## src/rtl/nlps_pkg.sv

```systemverilog
// Package: constants and codes of the length-prefixed NAL unit scanner.
`default_nettype none
package nlps_pkg;

   // Width of the unit length counter; lengths above its range are malformed.
   localparam int LENGTH_BITS = 32;
   localparam int ACCUM_BITS  = 32;
   localparam logic [ACCUM_BITS:0] LEN_MAX =
      (({{ACCUM_BITS{1'b0}}, 1'b1}) << LENGTH_BITS) - {{ACCUM_BITS{1'b0}}, 1'b1};

   // Configuration port
   localparam int CSR_INDEX_BITS = 1;
   localparam int CSR_DATA_BITS  = 3;
   localparam logic [CSR_INDEX_BITS-1:0] REG_CODEC_MODE   = 1'd0;
   localparam logic [CSR_INDEX_BITS-1:0] REG_PREFIX_BYTES = 1'd1;

   localparam logic CODEC_H264 = 1'b0;
   localparam logic CODEC_HEVC = 1'b1;

   localparam logic [2:0] PREFIX_MIN   = 3'd1;
   localparam logic [2:0] PREFIX_MAX   = 3'd4;
   localparam logic [2:0] PREFIX_RESET = 3'd4;

   // Parse phase codes
   localparam logic [1:0] PH_PREFIX = 2'd0;
   localparam logic [1:0] PH_HEADER = 2'd1;
   localparam logic [1:0] PH_BODY   = 2'd2;
   localparam logic [1:0] PH_SKIP   = 2'd3;

   // H.264 unit types
   localparam logic [4:0] AVC_IDR = 5'd5;
   localparam logic [4:0] AVC_SPS = 5'd7;
   localparam logic [4:0] AVC_PPS = 5'd8;

   // HEVC unit types
   localparam logic [5:0] HEVC_IRAP_FIRST = 6'd16;
   localparam logic [5:0] HEVC_IRAP_LAST  = 6'd23;
   localparam logic [5:0] HEVC_VPS        = 6'd32;
   localparam logic [5:0] HEVC_SPS        = 6'd33;
   localparam logic [5:0] HEVC_PPS        = 6'd34;

endpackage
`default_nettype wire

```

## src/rtl/nlps_if.sv

```systemverilog
// Channel interfaces: packet byte input, packet result output, register writes.
`default_nettype none

interface nlps_req_if;
   logic       valid;
   logic       ready;
   logic [7:0] data_byte;
   logic       last_byte;

   modport source (output valid, output data_byte, output last_byte, input ready);
   modport sink (input valid, input data_byte, input last_byte, output ready);
endinterface

interface nlps_rsp_if;
   logic valid;
   logic ready;
   logic well_formed;
   logic has_random_access;
   logic has_all_sets;

   modport source (output valid, output well_formed, output has_random_access,
                   output has_all_sets, input ready);
   modport sink (input valid, input well_formed, input has_random_access,
                 input has_all_sets, output ready);
endinterface

interface nlps_csr_if;
   logic                                valid;
   logic                                ready;
   logic [nlps_pkg::CSR_INDEX_BITS-1:0] addr;
   logic [nlps_pkg::CSR_DATA_BITS-1:0]  wdata;

   modport source (output valid, output addr, output wdata, input ready);
   modport sink (input valid, input addr, input wdata, output ready);
endinterface

`default_nettype wire

```

## src/rtl/nal_length_prefixed_packet_scanner.sv

```systemverilog
// Length-prefixed NAL unit scanner: per-packet framing and unit type summary.
// Takes one packet byte per cycle while req ready is high and parses big-endian length prefixes of
// 1 to 4 bytes (register prefix_bytes; 0 acts as 1, 5 to 7 act as 4), decodes
// the header byte of each unit as H.264 or HEVC (register codec_mode), and on
// the byte flagged last_byte emits one result word: well_formed,
// has_random_access and has_all_sets (the last two read 0 on a malformed
// packet). Other bytes produce no result. Each byte updates the
// parse state registers; results sit in a one-word output register, and
// req ready drops only while that register holds a word the sink has not
// taken. A result appears on rsp in the cycle after its last byte is accepted.
// Register writes are always accepted and take effect on the next byte.
`default_nettype none
module nal_length_prefixed_packet_scanner (
   input  wire logic       clock,
   input  wire logic       reset,
   nlps_req_if.sink        req_chan,
   nlps_rsp_if.source      rsp_chan,
   nlps_csr_if.sink        csr_chan
);
   import nlps_pkg::*;

   // Configuration
   logic       codec_mode_ff, codec_mode_in;
   logic [2:0] prefix_bytes_ff, prefix_bytes_in;

   // Parse state
   logic [1:0]             phase_ff, phase_in, phase_nx;
   logic [1:0]             prefix_count_ff, prefix_count_in, prefix_count_nx;
   logic [ACCUM_BITS-1:0]  length_accum_ff, length_accum_in, length_accum_nx;
   logic [LENGTH_BITS-1:0] bytes_remaining_ff, bytes_remaining_in, bytes_remaining_nx;
   logic                   seen_ra_ff, seen_ra_in, seen_ra_nx;
   logic                   seen_vps_ff, seen_vps_in, seen_vps_nx;
   logic                   seen_sps_ff, seen_sps_in, seen_sps_nx;
   logic                   seen_pps_ff, seen_pps_in, seen_pps_nx;

   // Output register
   logic rsp_valid_ff, rsp_valid_in;
   logic well_formed_ff, well_formed_in;
   logic has_ra_ff, has_ra_in;
   logic has_sets_ff, has_sets_in;

   logic                   accept;
   logic [2:0]             eff_prefix;
   logic [2:0]             have;
   logic [ACCUM_BITS-1:0]  accum_shift;
   logic                   length_bad;
   logic [LENGTH_BITS-1:0] remaining_dec;
   logic [4:0]             avc_type;
   logic [5:0]             hevc_type;
   logic                   ok;

   assign req_chan.ready = !rsp_valid_ff || rsp_chan.ready;
   assign csr_chan.ready = 1'b1;
   assign accept         = req_chan.valid && req_chan.ready;

   always_comb begin
      if (prefix_bytes_ff < PREFIX_MIN) begin
         eff_prefix = PREFIX_MIN;
      end else if (prefix_bytes_ff > PREFIX_MAX) begin
         eff_prefix = PREFIX_MAX;
      end else begin
         eff_prefix = prefix_bytes_ff;
      end
   end

   assign have          = {1'b0, prefix_count_ff} + 3'd1;
   assign accum_shift   = {length_accum_ff[ACCUM_BITS-9:0], req_chan.data_byte};
   assign length_bad    = (accum_shift == '0) || ({1'b0, accum_shift} > LEN_MAX);
   assign remaining_dec = bytes_remaining_ff - {{(LENGTH_BITS-1){1'b0}}, 1'b1};
   assign avc_type      = req_chan.data_byte[4:0];
   assign hevc_type     = req_chan.data_byte[6:1];

   // Next parse state for the byte on req
   always_comb begin
      phase_nx           = phase_ff;
      prefix_count_nx    = prefix_count_ff;
      length_accum_nx    = length_accum_ff;
      bytes_remaining_nx = bytes_remaining_ff;
      seen_ra_nx         = seen_ra_ff;
      seen_vps_nx        = seen_vps_ff;
      seen_sps_nx        = seen_sps_ff;
      seen_pps_nx        = seen_pps_ff;
      unique case (phase_ff) inside
         PH_PREFIX: begin
            length_accum_nx = accum_shift;
            if (have >= eff_prefix) begin
               prefix_count_nx = 2'd0;
               if (length_bad) begin
                  phase_nx = PH_SKIP;
               end else begin
                  phase_nx           = PH_HEADER;
                  bytes_remaining_nx = accum_shift[LENGTH_BITS-1:0];
               end
            end else begin
               prefix_count_nx = have[1:0];
            end
         end
         PH_HEADER, PH_BODY: begin
            if (phase_ff == PH_HEADER) begin
               if (codec_mode_ff == CODEC_H264) begin
                  if (avc_type == AVC_IDR) seen_ra_nx  = 1'b1;
                  if (avc_type == AVC_SPS) seen_sps_nx = 1'b1;
                  if (avc_type == AVC_PPS) seen_pps_nx = 1'b1;
               end else begin
                  if (hevc_type >= HEVC_IRAP_FIRST && hevc_type <= HEVC_IRAP_LAST) begin
                     seen_ra_nx = 1'b1;
                  end
                  if (hevc_type == HEVC_VPS) seen_vps_nx = 1'b1;
                  if (hevc_type == HEVC_SPS) seen_sps_nx = 1'b1;
                  if (hevc_type == HEVC_PPS) seen_pps_nx = 1'b1;
               end
            end
            bytes_remaining_nx = remaining_dec;
            if (remaining_dec == '0) begin
               phase_nx        = PH_PREFIX;
               prefix_count_nx = 2'd0;
               length_accum_nx = '0;
            end else begin
               phase_nx = PH_BODY;
            end
         end
         PH_SKIP: begin
            phase_nx = PH_SKIP;
         end
         default: begin
            phase_nx = PH_SKIP;
         end
      endcase
   end

   assign ok = (phase_nx == PH_PREFIX) && (prefix_count_nx == 2'd0);

   always_comb begin
      phase_in           = phase_ff;
      prefix_count_in    = prefix_count_ff;
      length_accum_in    = length_accum_ff;
      bytes_remaining_in = bytes_remaining_ff;
      seen_ra_in         = seen_ra_ff;
      seen_vps_in        = seen_vps_ff;
      seen_sps_in        = seen_sps_ff;
      seen_pps_in        = seen_pps_ff;
      if (accept) begin
         if (req_chan.last_byte) begin
            // packet done: clear for the next one
            phase_in           = PH_PREFIX;
            prefix_count_in    = 2'd0;
            length_accum_in    = '0;
            bytes_remaining_in = '0;
            seen_ra_in         = 1'b0;
            seen_vps_in        = 1'b0;
            seen_sps_in        = 1'b0;
            seen_pps_in        = 1'b0;
         end else begin
            phase_in           = phase_nx;
            prefix_count_in    = prefix_count_nx;
            length_accum_in    = length_accum_nx;
            bytes_remaining_in = bytes_remaining_nx;
            seen_ra_in         = seen_ra_nx;
            seen_vps_in        = seen_vps_nx;
            seen_sps_in        = seen_sps_nx;
            seen_pps_in        = seen_pps_nx;
         end
      end
   end

   always_comb begin
      rsp_valid_in   = rsp_valid_ff;
      well_formed_in = well_formed_ff;
      has_ra_in      = has_ra_ff;
      has_sets_in    = has_sets_ff;
      if (rsp_chan.ready) begin
         rsp_valid_in = 1'b0;
      end
      if (accept && req_chan.last_byte) begin
         rsp_valid_in   = 1'b1;
         well_formed_in = ok;
         has_ra_in      = ok && seen_ra_nx;
         has_sets_in    = ok && (codec_mode_ff == CODEC_H264 || seen_vps_nx)
                          && seen_sps_nx && seen_pps_nx;
      end
   end

   always_comb begin
      codec_mode_in   = codec_mode_ff;
      prefix_bytes_in = prefix_bytes_ff;
      if (csr_chan.valid) begin
         unique case (csr_chan.addr)
            REG_CODEC_MODE:   codec_mode_in   = csr_chan.wdata[0];
            REG_PREFIX_BYTES: prefix_bytes_in = csr_chan.wdata;
            default: begin
               codec_mode_in   = codec_mode_ff;
               prefix_bytes_in = prefix_bytes_ff;
            end
         endcase
      end
   end

   always_ff @(posedge clock) begin
      if (reset) begin
         codec_mode_ff   <= CODEC_H264;
         prefix_bytes_ff <= PREFIX_RESET;
         phase_ff        <= PH_PREFIX;
         prefix_count_ff <= 2'd0;
         length_accum_ff <= '0;
         bytes_remaining_ff <= '0;
         seen_ra_ff      <= 1'b0;
         seen_vps_ff     <= 1'b0;
         seen_sps_ff     <= 1'b0;
         seen_pps_ff     <= 1'b0;
         rsp_valid_ff    <= 1'b0;
      end else begin
         codec_mode_ff   <= codec_mode_in;
         prefix_bytes_ff <= prefix_bytes_in;
         phase_ff        <= phase_in;
         prefix_count_ff <= prefix_count_in;
         length_accum_ff <= length_accum_in;
         bytes_remaining_ff <= bytes_remaining_in;
         seen_ra_ff      <= seen_ra_in;
         seen_vps_ff     <= seen_vps_in;
         seen_sps_ff     <= seen_sps_in;
         seen_pps_ff     <= seen_pps_in;
         rsp_valid_ff    <= rsp_valid_in;
      end
   end

   always_ff @(posedge clock) begin
      well_formed_ff <= well_formed_in;
      has_ra_ff      <= has_ra_in;
      has_sets_ff    <= has_sets_in;
   end

   assign rsp_chan.valid             = rsp_valid_ff;
   assign rsp_chan.well_formed       = well_formed_ff;
   assign rsp_chan.has_random_access = has_ra_ff;
   assign rsp_chan.has_all_sets      = has_sets_ff;

endmodule
`default_nettype wire

```

## src/flat_wrapper.sv

```systemverilog
// flat-port wrapper written by rule: the top's interface ports become plain ports
module nal_length_prefixed_packet_scanner_flat import nlps_pkg::*;
  (clock, reset, req_chan_valid, req_chan_data_byte, req_chan_last_byte, req_chan_ready, rsp_chan_valid, rsp_chan_well_formed, rsp_chan_has_random_access, rsp_chan_has_all_sets, rsp_chan_ready, csr_chan_valid, csr_chan_addr, csr_chan_wdata, csr_chan_ready);
  nlps_req_if req_chan_i ();
  nlps_rsp_if rsp_chan_i ();
  nlps_csr_if csr_chan_i ();
  input  wire logic clock;
  input  wire logic reset;
  input wire logic [$bits(req_chan_i.valid)-1:0] req_chan_valid;
  input wire logic [$bits(req_chan_i.data_byte)-1:0] req_chan_data_byte;
  input wire logic [$bits(req_chan_i.last_byte)-1:0] req_chan_last_byte;
  output wire logic [$bits(req_chan_i.ready)-1:0] req_chan_ready;
  output wire logic [$bits(rsp_chan_i.valid)-1:0] rsp_chan_valid;
  output wire logic [$bits(rsp_chan_i.well_formed)-1:0] rsp_chan_well_formed;
  output wire logic [$bits(rsp_chan_i.has_random_access)-1:0] rsp_chan_has_random_access;
  output wire logic [$bits(rsp_chan_i.has_all_sets)-1:0] rsp_chan_has_all_sets;
  input wire logic [$bits(rsp_chan_i.ready)-1:0] rsp_chan_ready;
  input wire logic [$bits(csr_chan_i.valid)-1:0] csr_chan_valid;
  input wire logic [$bits(csr_chan_i.addr)-1:0] csr_chan_addr;
  input wire logic [$bits(csr_chan_i.wdata)-1:0] csr_chan_wdata;
  output wire logic [$bits(csr_chan_i.ready)-1:0] csr_chan_ready;
  assign req_chan_i.valid = req_chan_valid;
  assign req_chan_i.data_byte = req_chan_data_byte;
  assign req_chan_i.last_byte = req_chan_last_byte;
  assign req_chan_ready = req_chan_i.ready;
  assign rsp_chan_valid = rsp_chan_i.valid;
  assign rsp_chan_well_formed = rsp_chan_i.well_formed;
  assign rsp_chan_has_random_access = rsp_chan_i.has_random_access;
  assign rsp_chan_has_all_sets = rsp_chan_i.has_all_sets;
  assign rsp_chan_i.ready = rsp_chan_ready;
  assign csr_chan_i.valid = csr_chan_valid;
  assign csr_chan_i.addr = csr_chan_addr;
  assign csr_chan_i.wdata = csr_chan_wdata;
  assign csr_chan_ready = csr_chan_i.ready;
  nal_length_prefixed_packet_scanner u_core (.clock(clock), .reset(reset), .req_chan(req_chan_i), .rsp_chan(rsp_chan_i), .csr_chan(csr_chan_i));
endmodule
```

## config.mk

```make
export PLATFORM = sky130hd
export DESIGN_NAME = nal_length_prefixed_packet_scanner_flat
export DESIGN_NICKNAME = d
export VERILOG_FILES = /design/src/rtl/nlps_pkg.sv /design/src/rtl/nlps_if.sv /design/src/rtl/nal_length_prefixed_packet_scanner.sv /design/src/flat_wrapper.sv
export SDC_FILE = /design/constraint.sdc
export NUM_CORES = 1
export LEC_CHECK = 0
export ABC_AREA = 1
export ABC_CLOCK_PERIOD_IN_PS = 2700
export BUFFER_PORTS_ARGS = -buffer_cell sky130_fd_sc_hd__buf_4
export CORE_UTILIZATION = 38
export DETAILED_ROUTE_END_ITERATION = 10
export GPL_ROUTABILITY_DRIVEN = 0
export SLEW_MARGIN = 10
export SYNTH_ARGS = -nofsm -noshare
export SYNTH_HDL_FRONTEND = slang
export SYNTH_SLANG_ARGS = --single-unit
```

## constraint.sdc

```tcl
create_clock -name clock -period 2.7 [get_ports clock]
set_input_delay 0 -clock clock [delete_from_list [all_inputs] [get_ports clock]]
set_output_delay 0 -clock clock [all_outputs]
set_load 0.03 [all_outputs]
```

[Word-level counts from Yosys, hierarchy flattened]
Cells that the tools add are included.
Storage, ports and cells
  output and inout bits: 6
  bits of input ports: 18
  logic and storage cells: 100
  register bits: 72
Operators by class
  multiplexer cells: 43
  equality and inequality tests: 11
  reduce and logical (&&, ||, !) cells: 23
  order comparisons: 5
  bitwise operators: 2
  add/subtract/negate cells: 2
Operators by type and width (count)
  32-bit 2-to-1 mux: 3
  32-bit zero test: 2
  32-bit one-hot mux with 2 select lines: 1
  24-bit 2-to-1 mux: 2
  24-bit one-hot mux with 2 select lines: 1
  32-bit by 1-bit subtractor with 32-bit output (second input constant): 1
  1-bit 2-to-1 mux: 25
  6-bit equality test (second input constant): 3
  2-bit 2-to-1 mux: 7
  5-bit by 3-bit equality test with 1-bit output (second input constant): 2
  1-bit logical AND: 8
  2-bit one-hot mux with 2 select lines: 2
  6-bit by 5-bit greater-or-equal comparator with 1-bit output (second input constant): 1
  6-bit by 5-bit less-or-equal comparator with 1-bit output (second input constant): 1
  2-bit zero test: 3
  3-bit 2-to-1 mux: 2
  3-bit != test (second input constant): 2
  5-bit by 4-bit equality test with 1-bit output (second input constant): 1
  2-bit AND reduction: 2
  4-bit AND reduction: 1
  2-bit by 1-bit adder with 3-bit output (second input constant): 1
  3-bit greater-or-equal comparator: 1
  3-bit greater-than comparator (second input constant): 1
  3-bit by 1-bit less-than comparator with 1-bit output (second input constant): 1
  other kinds (10): 12

[Logic depth before layout (Yosys ltp)]
  depth in word-level cells: 11
  depth in mapped cells: 19
  mapped depth without buffers: 19

[Least setup slack after synthesis]
OpenSTA, ideal clock, no wires.
  path type: register -> register
  from: register u_core.rsp_valid_ff (netlist: u_core.rsp_chan.valid)
  to: register u_core.bytes_remaining_ff[17]
  clock period less this slack: 2.162 ns
  stages on the path, launching flop included: 13
  buffers on the path: 1
  library setup time: 0.070 ns
  required time: 2.630 ns
  data arrival time: 2.092 ns
  setup slack: 0.538 ns
  cells stage by stage: dfxtp_1 inv_1 nor2_1 inv_1 nand2_1 inv_1 o21ai_1 inv_1 nand3_1 nor2_1 clkbuf_1 nand2_1 a21oi_1
Between the ends
  cells in the longest elaborated chain, start to end: 4
Ends and longest elaborated chain
  start, declared: line nal_length_prefixed_packet_scanner.sv:37  | logic rsp_valid_ff, rsp_valid_in;
  start signal, assigned: line nal_length_prefixed_packet_scanner.sv:222  | rsp_valid_ff <= rsp_valid_in;
  1-bit zero test: line nal_length_prefixed_packet_scanner.sv:52  | assign req_chan.ready = !rsp_valid_ff || rsp_chan.ready;
  1-bit logical OR: line nal_length_prefixed_packet_scanner.sv:52
  net req_chan_ready: line flat_wrapper.sv:12  | output wire logic [$bits(req_chan_i.ready)-1:0] req_chan_ready;
  1-bit logical AND: line nal_length_prefixed_packet_scanner.sv:54  | assign accept = req_chan.valid && req_chan.ready;
  4-bit AND reduction (no line)
  end signal, assigned: line nal_length_prefixed_packet_scanner.sv:217  | bytes_remaining_ff <= bytes_remaining_in;
  end, declared: line nal_length_prefixed_packet_scanner.sv:30  | logic [LENGTH_BITS-1:0] bytes_remaining_ff, bytes_remaining_in, bytes_remaining_nx;
The timed path passes the listed nets, and every way through them passes these cells.
A chain may end at the register's enable or synchronous reset.

[Worst setup path after layout]
  from: register u_core.bytes_remaining_ff[0]
  to: register u_core.length_accum_ff[23]
Between the ends
  cells in the longest elaborated chain, start to end: 4
Ends and longest elaborated chain
  32-bit by 1-bit subtractor with 32-bit output: line nal_length_prefixed_packet_scanner.sv:69  | assign remaining_dec = bytes_remaining_ff - {{(LENGTH_BITS-1){1'b0}}, 1'b1};
  32-bit zero test: line nal_length_prefixed_packet_scanner.sv:114  | if (remaining_dec == '0) begin
  3-bit by 2-bit != test with 1-bit output (no line)
  3-bit AND reduction (no line)
  end signal, assigned: line nal_length_prefixed_packet_scanner.sv:216  | length_accum_ff <= length_accum_in;
  end, declared: line nal_length_prefixed_packet_scanner.sv:29  | logic [ACCUM_BITS-1:0] length_accum_ff, length_accum_in, length_accum_nx;
Every way passes these cells.

==> impl_metrics.toml <==
[placement]
port-buffer-count = 22
dp_hpwl_um = 10300

[floorplanning]
die_area_um2 = 12200
dieWidth_um = 110
fp.dieH_um = 110
core_area_um2 = 11500
io_pins = 24
start_util_pct = 39.0
std_cell_rows = 39

[synthesis]
synthFlopType = "dfxtp_1"
netlist.area_leader.share_pct = 30.9
synth_mux_area_share_pct = 0
synth_area_leaders = "dfxtp_1, nand2_1, nor2_1"
async_flop_share_pct = 0
syn-instance-count = 720
synth_area_um2 = 4470
yosysWarnings = 0
ys_seq_area_share_pct = 32.9
yosysTopAreaCell = "dfxtp_1"
synth_fa_ha_area_share_pct = 2.52
synth-xor-area-share_pct = 0.392
ys_ff_latch = 72
syn_nets = 747
synth_top_family_by_area = "simple AND/OR/NAND/NOR gates"
synth-edff-count = 3
syn_avg_cell_area_um2 = 6.21
synth_cell_type_count = 38
synth_compound_area_share_pct = 17.6
synthSimpleGateAreaFrac_pct = 37.5

[drt]
drt_first_pass_iters = 5
vias = 4780
wirelength_um = 13500
drt-vias-per-instance = 5.33
drt-wirelength-per-cell_um = 15.1
ant_nets = 0
drc = 0
drtIter0Drc = 384

[grt]
antenna_found_initial = 0
grt_max_degree = 37
overflow = 0
grt_pass1_vias = 4520
grt_util_all_layers_pct = 23.0
grt_pass1_wl_um = 22200

[critical_path]
cp-start-kind = "flop"
critPathMaxFanout = 12
r2r-start = "u_core.bytes_remaining_ff[0]"
worstSetupPathType = "reg2reg"
crit_top_cell = "nand2_1"
regToRegEndpoint = "u_core.length_accum_ff[23]"
crit_path_cell_trace = "inv_2, ha_4, nand2_2, nor2_4, nand2_1, nand2_1, nand2_1, nor2_1, nand2_1, nor3_1, nand3_2, nand2_1, nand2_2, buf_4, o21ai_0, a21oi_1"
crit_slowest_cell = "dfxtp_1"
max_stage_delay_ps = 330
r2r_setup_slack_ps = 220
end_kind = "flop"
critical_path_buf_inv_count = 2
rr_worst_depth = 16
critical_path_required_ps = 2930
cp_data_arrival_time_ps = 2710
cpLargestDelayFamily = "simple AND/OR/NAND/NOR gates"

[hold_path]
hp-class = "in2reg"
hp-start = "req_chan_data_byte[5]"
hold-path-endpoint = "u_core.length_accum_ff[5]"
hold-path-cell-count = 3

[timing]
setup_viol = 0
min_period_ps = 2480
final.setup.tns_ps = 0
clock_skew_ps = 6.95
maxSlewViolCount = 0
finalCritPeriodShare_pct = 91.7
max_freq_mhz = 404
whs_ps = 28.6
final-hold-violation-count = 0

[power_and_ir_drop]
leakage_nw = 2.35
vdd_ir_drop_max_mv = 0.421
p_per_area_nw_per_um2 = 684

[clock_network]
cts_num_sinks = 72
clkLatencyLatePin_ps = 350
cts_buffer_depth = 2
cts_tree = "built"
cts_root_buf = "clkbuf_16"
clk_pin_slew_ps = 60
htreeDepth = 3
cts_buffers = 9

[layout]
fill_cells = 1209
final_common_cell = "nand2_1"
area_growth_pct = 16.9
drive_gt1_share_pct = 11.9
num_antenna_cells = 0
layout_common_cells = "nand2_1, nor2_1, dfxtp_1, inv_1, a21oi_1"
final_util_pct = 45.6
fin_nets = 776

[run_status]
status = "completed"

[flow_run]
maxCapViolations = 0
logic make-up (layout without fill, tap and decap cells):
| kind of cell | count (synthesis) | count (layout) |
|---|---|---|
| AO/OA/AOI/OAI | 145 | 145 |
| XOR/XNOR | 2 | 2 |
| adder cells (fa/ha/maj) | 9 | 9 |
| buffers and inverters | 93 | 127 |
| flip-flops | 72 | 72 |
| other | 1 | 1 |
| AND/OR/NAND/NOR | 398 | 398 |
flip-flops by register name, summed over array words and instances (netlist names), 2 cells and up:
name / count
u_core.bytes_remaining_ff: 32
u_core.prefix_bytes_ff: 3
u_core.prefix_count_ff: 2
u_core.phase_ff: 2
u_core.length_accum_ff: 24
worst max-delay path by stage:
stage                     slack, ps  depth (start not counted)                    startpoint                           endpoint
after global routing            -30                         18  u_core.bytes_remaining_ff[0]       u_core.rsp_chan.has_all_sets
after floorplan                 540                         12         u_core.rsp_chan.valid      u_core.bytes_remaining_ff[17]
after CTS                        70                         18  u_core.bytes_remaining_ff[1]  u_core.rsp_chan.has_random_access
final                           220                         16  u_core.bytes_remaining_ff[0]         u_core.length_accum_ff[23]
after detailed placement         90                         18  u_core.bytes_remaining_ff[1]  u_core.rsp_chan.has_random_access
after global placement          160                         18  u_core.bytes_remaining_ff[0]  u_core.rsp_chan.has_random_access
synth_stat cells (3+ instances only):
library cell / count
buf_6: 4
nand3_1: 40
o21ai_1: 24
o21ai_0: 35
nor3_1: 7
o22ai_1: 3
a22oi_1: 10
inv_2: 4
nor2_2: 12
edfxtp_1: 3
nor2_1: 99
a31oi_1: 6
nor4_1: 6
ha_1: 9
nand3b_1: 6
dfxtp_1: 69
nand2_2: 8
inv_1: 61
clkbuf_1: 17
nand2_1: 209
a21oi_1: 60
nand4_1: 8
power breakdown:
part           leakage (nW)  switching (mW)  internal [mW]
combinational          1.61           0.732          0.382
sequential            0.594           0.100           1.15
clock                 0.146           0.500          0.715
total                  2.35            1.33           2.25
stage by stage:
| step | cell area, um2 | power [mW] | worst slack (ps) | std cells |
|---|---|---|---|---|
| final | 5230 | 3.58 | 223 | 897 |
| after global routing | 5230 | 3.80 | -33.4 | 897 |
| after CTS | 5160 | 3.54 | 70.1 | 897 |
| after detailed placement | 4760 | 2.32 | 93.8 | 870 |
| after global placement | 4760 | 2.32 | 162 | 870 |
| after floorplan | 4470 | 2.04 | 538 | 720 |
tightest hold or removal path, cell delays in order:
cell and delay (ps):
buf_4 120, nand2_1 130, a21oi_1 80
layout make-up:
cell class	instances	area, um2	share of cell area, %
multi-input combinational	555	2670	51.0
timing repair buffer	45	365	6.99
sequential	72	1470	28.2
tap	143	179	3.42
clock buffer	9	225	4.31
inverter	66	253	4.83
clock inverter	7	70.1	1.34
timing repair:
action / CTS / global route
gates resized for setup: 0 / 18
setup buffers: 0 / 0
hold endpoints to repair: 9 / 0
setup endpoints to repair: 0 / 28
hold buffers: 11 / 0
layer usage:
metal	vias to the layer above	routed length [um]	share of wire, %	GRT usage, %
met5	-	0	0	0
met4	0	607	4.5	14.6
met3	43	737	5.4	4.67
met2	146	6130	45	36.1
met1	2162	6060	45	28.6
li1	2429	-	-	-
Note: power is estimated with default switching activity, not from simulation.
